==> config.mk <==
export PLATFORM = sky130hd
export DESIGN_NAME = rbmf_ctrl
export DESIGN_NICKNAME = d
export VERILOG_FILES = /design/src/hdl/rbmf_pkg.sv /design/src/hdl/rbmf_ctrl.sv
export SDC_FILE = /design/constraint.sdc
export NUM_CORES = 1
export LEC_CHECK = 0
export ABC_AREA = 1
export BUFFER_PORTS_ARGS = -buffer_cell sky130_fd_sc_hd__buf_2
export CORE_AREA = 3 3 40 42
export DETAILED_ROUTE_END_ITERATION = 7
export DIE_AREA = 0 0 43 45
export GPL_TIMING_DRIVEN = 0
export PLACE_DENSITY = 0.6
export SYNTH_ARGS = -nofsm -noshare
export SYNTH_HDL_FRONTEND = slang
export SYNTH_SLANG_ARGS = --single-unit
==> constraint.sdc <==
create_clock -name clk -period 2.7 [get_ports clk]
set_clock_uncertainty 0.15 [all_clocks]
set_input_delay 0.54 -clock clk [delete_from_list [all_inputs] [get_ports clk]]
set_output_delay 0.54 -clock clk [all_outputs]
set_load 0.03 [all_outputs]
==> src/hdl/rbmf_pkg.sv <==
package rbmf_pkg;

	localparam int MAX_WIDTH   = 1024;
	localparam int MAX_RADIUS  = 7;
	localparam int SAMPLE_BITS = 32;
	localparam int STORE_ROWS  = 2 * MAX_RADIUS + 1;
	localparam int MAX_OUT     = 8;
	localparam int COL_BITS    = 10;
	localparam int ROW_BITS    = 16;
	localparam int RM_BITS     = 4;
	localparam int ADDR_BITS   = RM_BITS + COL_BITS;
	localparam int SUM_BITS    = 40;
	localparam int CNT_BITS    = 8;
	localparam int DIV_STEPS   = SUM_BITS;

	typedef enum logic [2:0] {
		REG_RADIUS   = 3'd0,
		REG_WIDTH    = 3'd1,
		REG_HEIGHT   = 3'd2,
		REG_ND_EN    = 3'd3,
		REG_ND_VALUE = 3'd4
	} reg_idx_t;

	typedef struct packed {
		logic [2:0]         kernel_radius;
		logic [10:0]        image_width;
		logic [15:0]        image_height;
		logic               nodata_enable;
		logic signed [31:0] nodata_value;
	} cfg_t;

	typedef struct packed {
		logic load;
		logic wrap;
		logic store;
		logic run_clr;
		logic win_init;
		logic rd_centre;
		logic set_nd;
		logic acc;
		logic div_start;
		logic div_step;
		logic div_take;
		logic adv;
		logic emit_load;
	} cmd_t;

	typedef struct packed {
		logic is_drain;
		logic in_full;
		logic more_ok;
		logic centre_nd;
		logic el_last;
		logic div_done;
	} sts_t;

	function automatic logic [RM_BITS-1:0] next_mod(input logic [RM_BITS-1:0] m);
		next_mod = (m == RM_BITS'(STORE_ROWS - 1)) ? '0 : m + 1'b1;
	endfunction

endpackage

==> src/hdl/rbmf_ctrl.sv <==
module rbmf_ctrl (
	input  logic            clk,
	input  logic            arst_n,
	input  logic            in_valid,
	output logic            in_ready,
	output logic            out_valid,
	input  logic            out_ready,
	input  rbmf_pkg::sts_t  sts,
	output rbmf_pkg::cmd_t  cmd
);
	import rbmf_pkg::*;

	typedef enum logic [3:0] {
		S_IDLE, S_WRAP, S_ACT, S_CHECK, S_CCHK, S_ERD, S_EACC,
		S_DVS, S_DIV, S_ADV, S_EVAL, S_EMIT
	} state_t;

	state_t state_q;
	logic   more_q;

	always_ff @(posedge clk or negedge arst_n) begin
		if (!arst_n) begin
			state_q <= S_IDLE;
			more_q  <= 1'b0;
		end else begin
			case (state_q)
				S_IDLE:  if (in_valid) state_q <= S_WRAP;
				S_WRAP:  state_q <= S_ACT;
				S_ACT: begin
					if (sts.is_drain) state_q <= sts.in_full ? S_CHECK : S_IDLE;
					else state_q <= sts.in_full ? S_IDLE : S_CHECK;
				end
				S_CHECK: state_q <= sts.more_ok ? S_CCHK : S_IDLE;
				S_CCHK:  state_q <= sts.centre_nd ? S_ADV : S_ERD;
				S_ERD:   state_q <= S_EACC;
				S_EACC:  state_q <= sts.el_last ? S_DVS : S_ERD;
				S_DVS:   state_q <= S_DIV;
				S_DIV:   if (sts.div_done) state_q <= S_ADV;
				S_ADV:   state_q <= S_EVAL;
				S_EVAL: begin
					more_q  <= sts.more_ok;
					state_q <= S_EMIT;
				end
				S_EMIT:  if (out_ready) state_q <= more_q ? S_CHECK : S_IDLE;
				default: state_q <= S_IDLE;
			endcase
		end
	end

	assign in_ready  = (state_q == S_IDLE);
	assign out_valid = (state_q == S_EMIT);

	always_comb begin
		cmd           = '0;
		cmd.load      = (state_q == S_IDLE) && in_valid;
		cmd.wrap      = (state_q == S_WRAP);
		cmd.store     = (state_q == S_ACT) && !sts.is_drain && !sts.in_full;
		cmd.run_clr   = (state_q == S_ACT);
		cmd.win_init  = (state_q == S_CHECK);
		cmd.rd_centre = (state_q == S_CHECK);
		cmd.set_nd    = (state_q == S_CCHK) && sts.centre_nd;
		cmd.acc       = (state_q == S_EACC);
		cmd.div_start = (state_q == S_DVS);
		cmd.div_step  = (state_q == S_DIV) && !sts.div_done;
		cmd.div_take  = (state_q == S_DIV) && sts.div_done;
		cmd.adv       = (state_q == S_ADV);
		cmd.emit_load = (state_q == S_EVAL);
	end

endmodule

==> flow_metrics.tcl <==
set metrics [dict create \
    outcome "completed" \
    diodes 0 \
    fin_nets 121 \
    die_area_um2 1940 \
    clock_sinks 5 \
    grt_max_degree 9 \
    wl_mm 1.07 \
    syn_to_final_growth_pct 38.5 \
    die_w_um 43 \
    holdBufCountCts 1 \
    syn_area_um2 455 \
    rsz0062_at_grt "no" \
    setup.worst_path.class "reg -> out" \
    power_density_nw_per_um2 1110 \
    cts_resized 0 \
    synth-seq-cells 5 \
    antenna_found_initial 0 \
    synthCells 81 \
    power_mw 0.703 \
    max-vdd-ir-drop_uv 432 \
    portBuffers 24 \
    relSlewSlack 0.838 \
    crit_path_start_kind "register" \
    multi_input_area_um2 236 \
    synth_edf_count 0 \
    crit_fanout 6 \
    synth-async-reset-ratio 1.00 \
    required_ps 2010 \
    cts_setup_buffers 0 \
    groute.usage.overall 0.126 \
    fmax_mhz 467 \
    post-route-util 0.491 \
    drtIter0Drc 10 \
    ys.flop_type "dfrtp_1" \
    htreeDepth 1 \
    drive_above_1_share 0.309 \
    layout_common_cells "24 x nand2_1, 24 x buf_2, 20 x inv_1" \
    ant_nets 0 \
    rows 13 \
    ys_warn_count 0 \
    globalplace.congestion 0.790 \
    arrival_ps 1450 \
    overflow 0 \
    vias_per_cell 4.27 \
    finalMaxSlewViolations 0 \
    core_area_um2 1280 \
    finalHoldViolCount 0 \
    cts_buffer_depth 2 \
    yosysUniqueCellTypes 15 \
    insertion_delay_ps 240 \
    grt_pass1_vias 472 \
    period_needed_ps 2140 \
    cts_root_buffer "clkbuf_4" \
    synth_fp_nets 91 \
    post-dp-hpwl_um 920 \
    num_vias 534 \
    drt-pass1-iter-count 3 \
    remaining_drc_errors 0 \
    grt_pass1_wl_mm 1.80 \
    holdCritPathClass "in -> reg" \
    initial_core_util 0.354 \
    synth_area_per_cell_um2 5.62 \
    seq_area_frac_synth 0.275 \
    finalSetupViolations 0 \
    fin_tns_setup_ps 0 \
    power.leakage_nw 0.452 \
    num-fill-cells 137 \
    clk_pin_slew_ps 40 \
    maxCapViolations 0 \
    fin_crit_sh 0.793 \
    numCtsBuffers 3 \
    wl_per_cell_um 8.54 \
    regArea_um2 125 \
    cts_tree "built" \
    ioPinCount 25 \
    cp-end-kind "output port" \
    worst_pin_slew_ps 241 \
    dieHeight_um 45 \
]
[worst paths after layout]
| check | endpoint | slack, ps | cells past startpoint | start |
|---|---|---|---|---|
| worst min register to register | more_q$_DFFE_PN0P_ | 400 | 2 | more_q$_DFFE_PN0P_ |
| worst min-delay path | more_q$_DFFE_PN0P_ | 390 | 3 | sts[3] |
| worst max-delay path | cmd[8] | 560 | 5 | state_q[3]$_DFFE_PN0P_ |
| max in group asynchronous | state_q[1]$_DFFE_PN0P_ | 1780 | 2 | arst_n |
| worst max register to register | state_q[1]$_DFFE_PN0P_ | 1340 | 9 | state_q[0]$_DFFE_PN0P_ |
| min in group asynchronous | more_q$_DFFE_PN0P_ | 490 | 2 | arst_n |
[through the flow]
step	instance area, um^2	hold slack, ps	setup WS [ps]	instances
after floorplan	455	94.4	484	81
after global placement	594	206	822	120
after detailed placement	594	205	827	120
after CTS	631	393	560	125
after global routing	631	406	396	125
final	631	391	559	125
[registers in the layout, summed over array words and instances, names as in the netlist]
name / cells
more_q: 1
state_q: 4
[per-layer routing]
layer | global-route usage | part of all wire | vias to the layer above
li1 | - | - | 297
met1 | 0.161 | 0.47 | 212
met2 | 0.189 | 0.43 | 21
met3 | 0.0478 | 0.082 | 4
met4 | 0.0542 | 0.017 | 0
met5 | 0 | 0 | -
[synthesized netlist by cell type (2+ instances only)]
| library cell | count | area share |
|---|---|---|
| nor2_2 | 4 | 0.055 |
| nor3_1 | 2 | 0.022 |
| inv_1 | 20 | 0.16 |
| nand3_1 | 3 | 0.033 |
| o21ai_0 | 3 | 0.033 |
| dfrtp_1 | 5 | 0.27 |
| nand2_1 | 24 | 0.20 |
| nor2_1 | 13 | 0.11 |
[report_power, final]
| group | switching (mW) | leakage, nW | internal [mW] |
|---|---|---|---|
| registers | 0.0305 | 0.0634 | 0.111 |
| clock network | 0.0282 | 0.0150 | 0.0557 |
| logic | 0.330 | 0.374 | 0.147 |
[kinds of logic after synthesis]
kind of cell,share of synthesized area
buffers and inverters,0.206
flip-flops,0.275
AND/OR/NAND/NOR,0.442
AO/OA/AOI/OAI,0.0769
[final cells by class]
| type | instances | area share |
|---|---|---|
| Clock buffer | 4 | 0.0417 |
| Sequential cell | 5 | 0.198 |
| Tap cell | 15 | 0.0298 |
| Multi-Input combinational cell | 54 | 0.375 |
| Buffer | 2 | 0.0298 |
| Timing Repair Buffer | 25 | 0.206 |
| Inverter | 20 | 0.119 |
[worst max-delay path, stage by stage (launching register included)]
cell and delay [ps]:
dfrtp_1 440, nor2_1 190, inv_1 110, nor2_1 160, buf_4 130, buf_2 180
No activity file was read; power rests on OpenSTA's default activity.
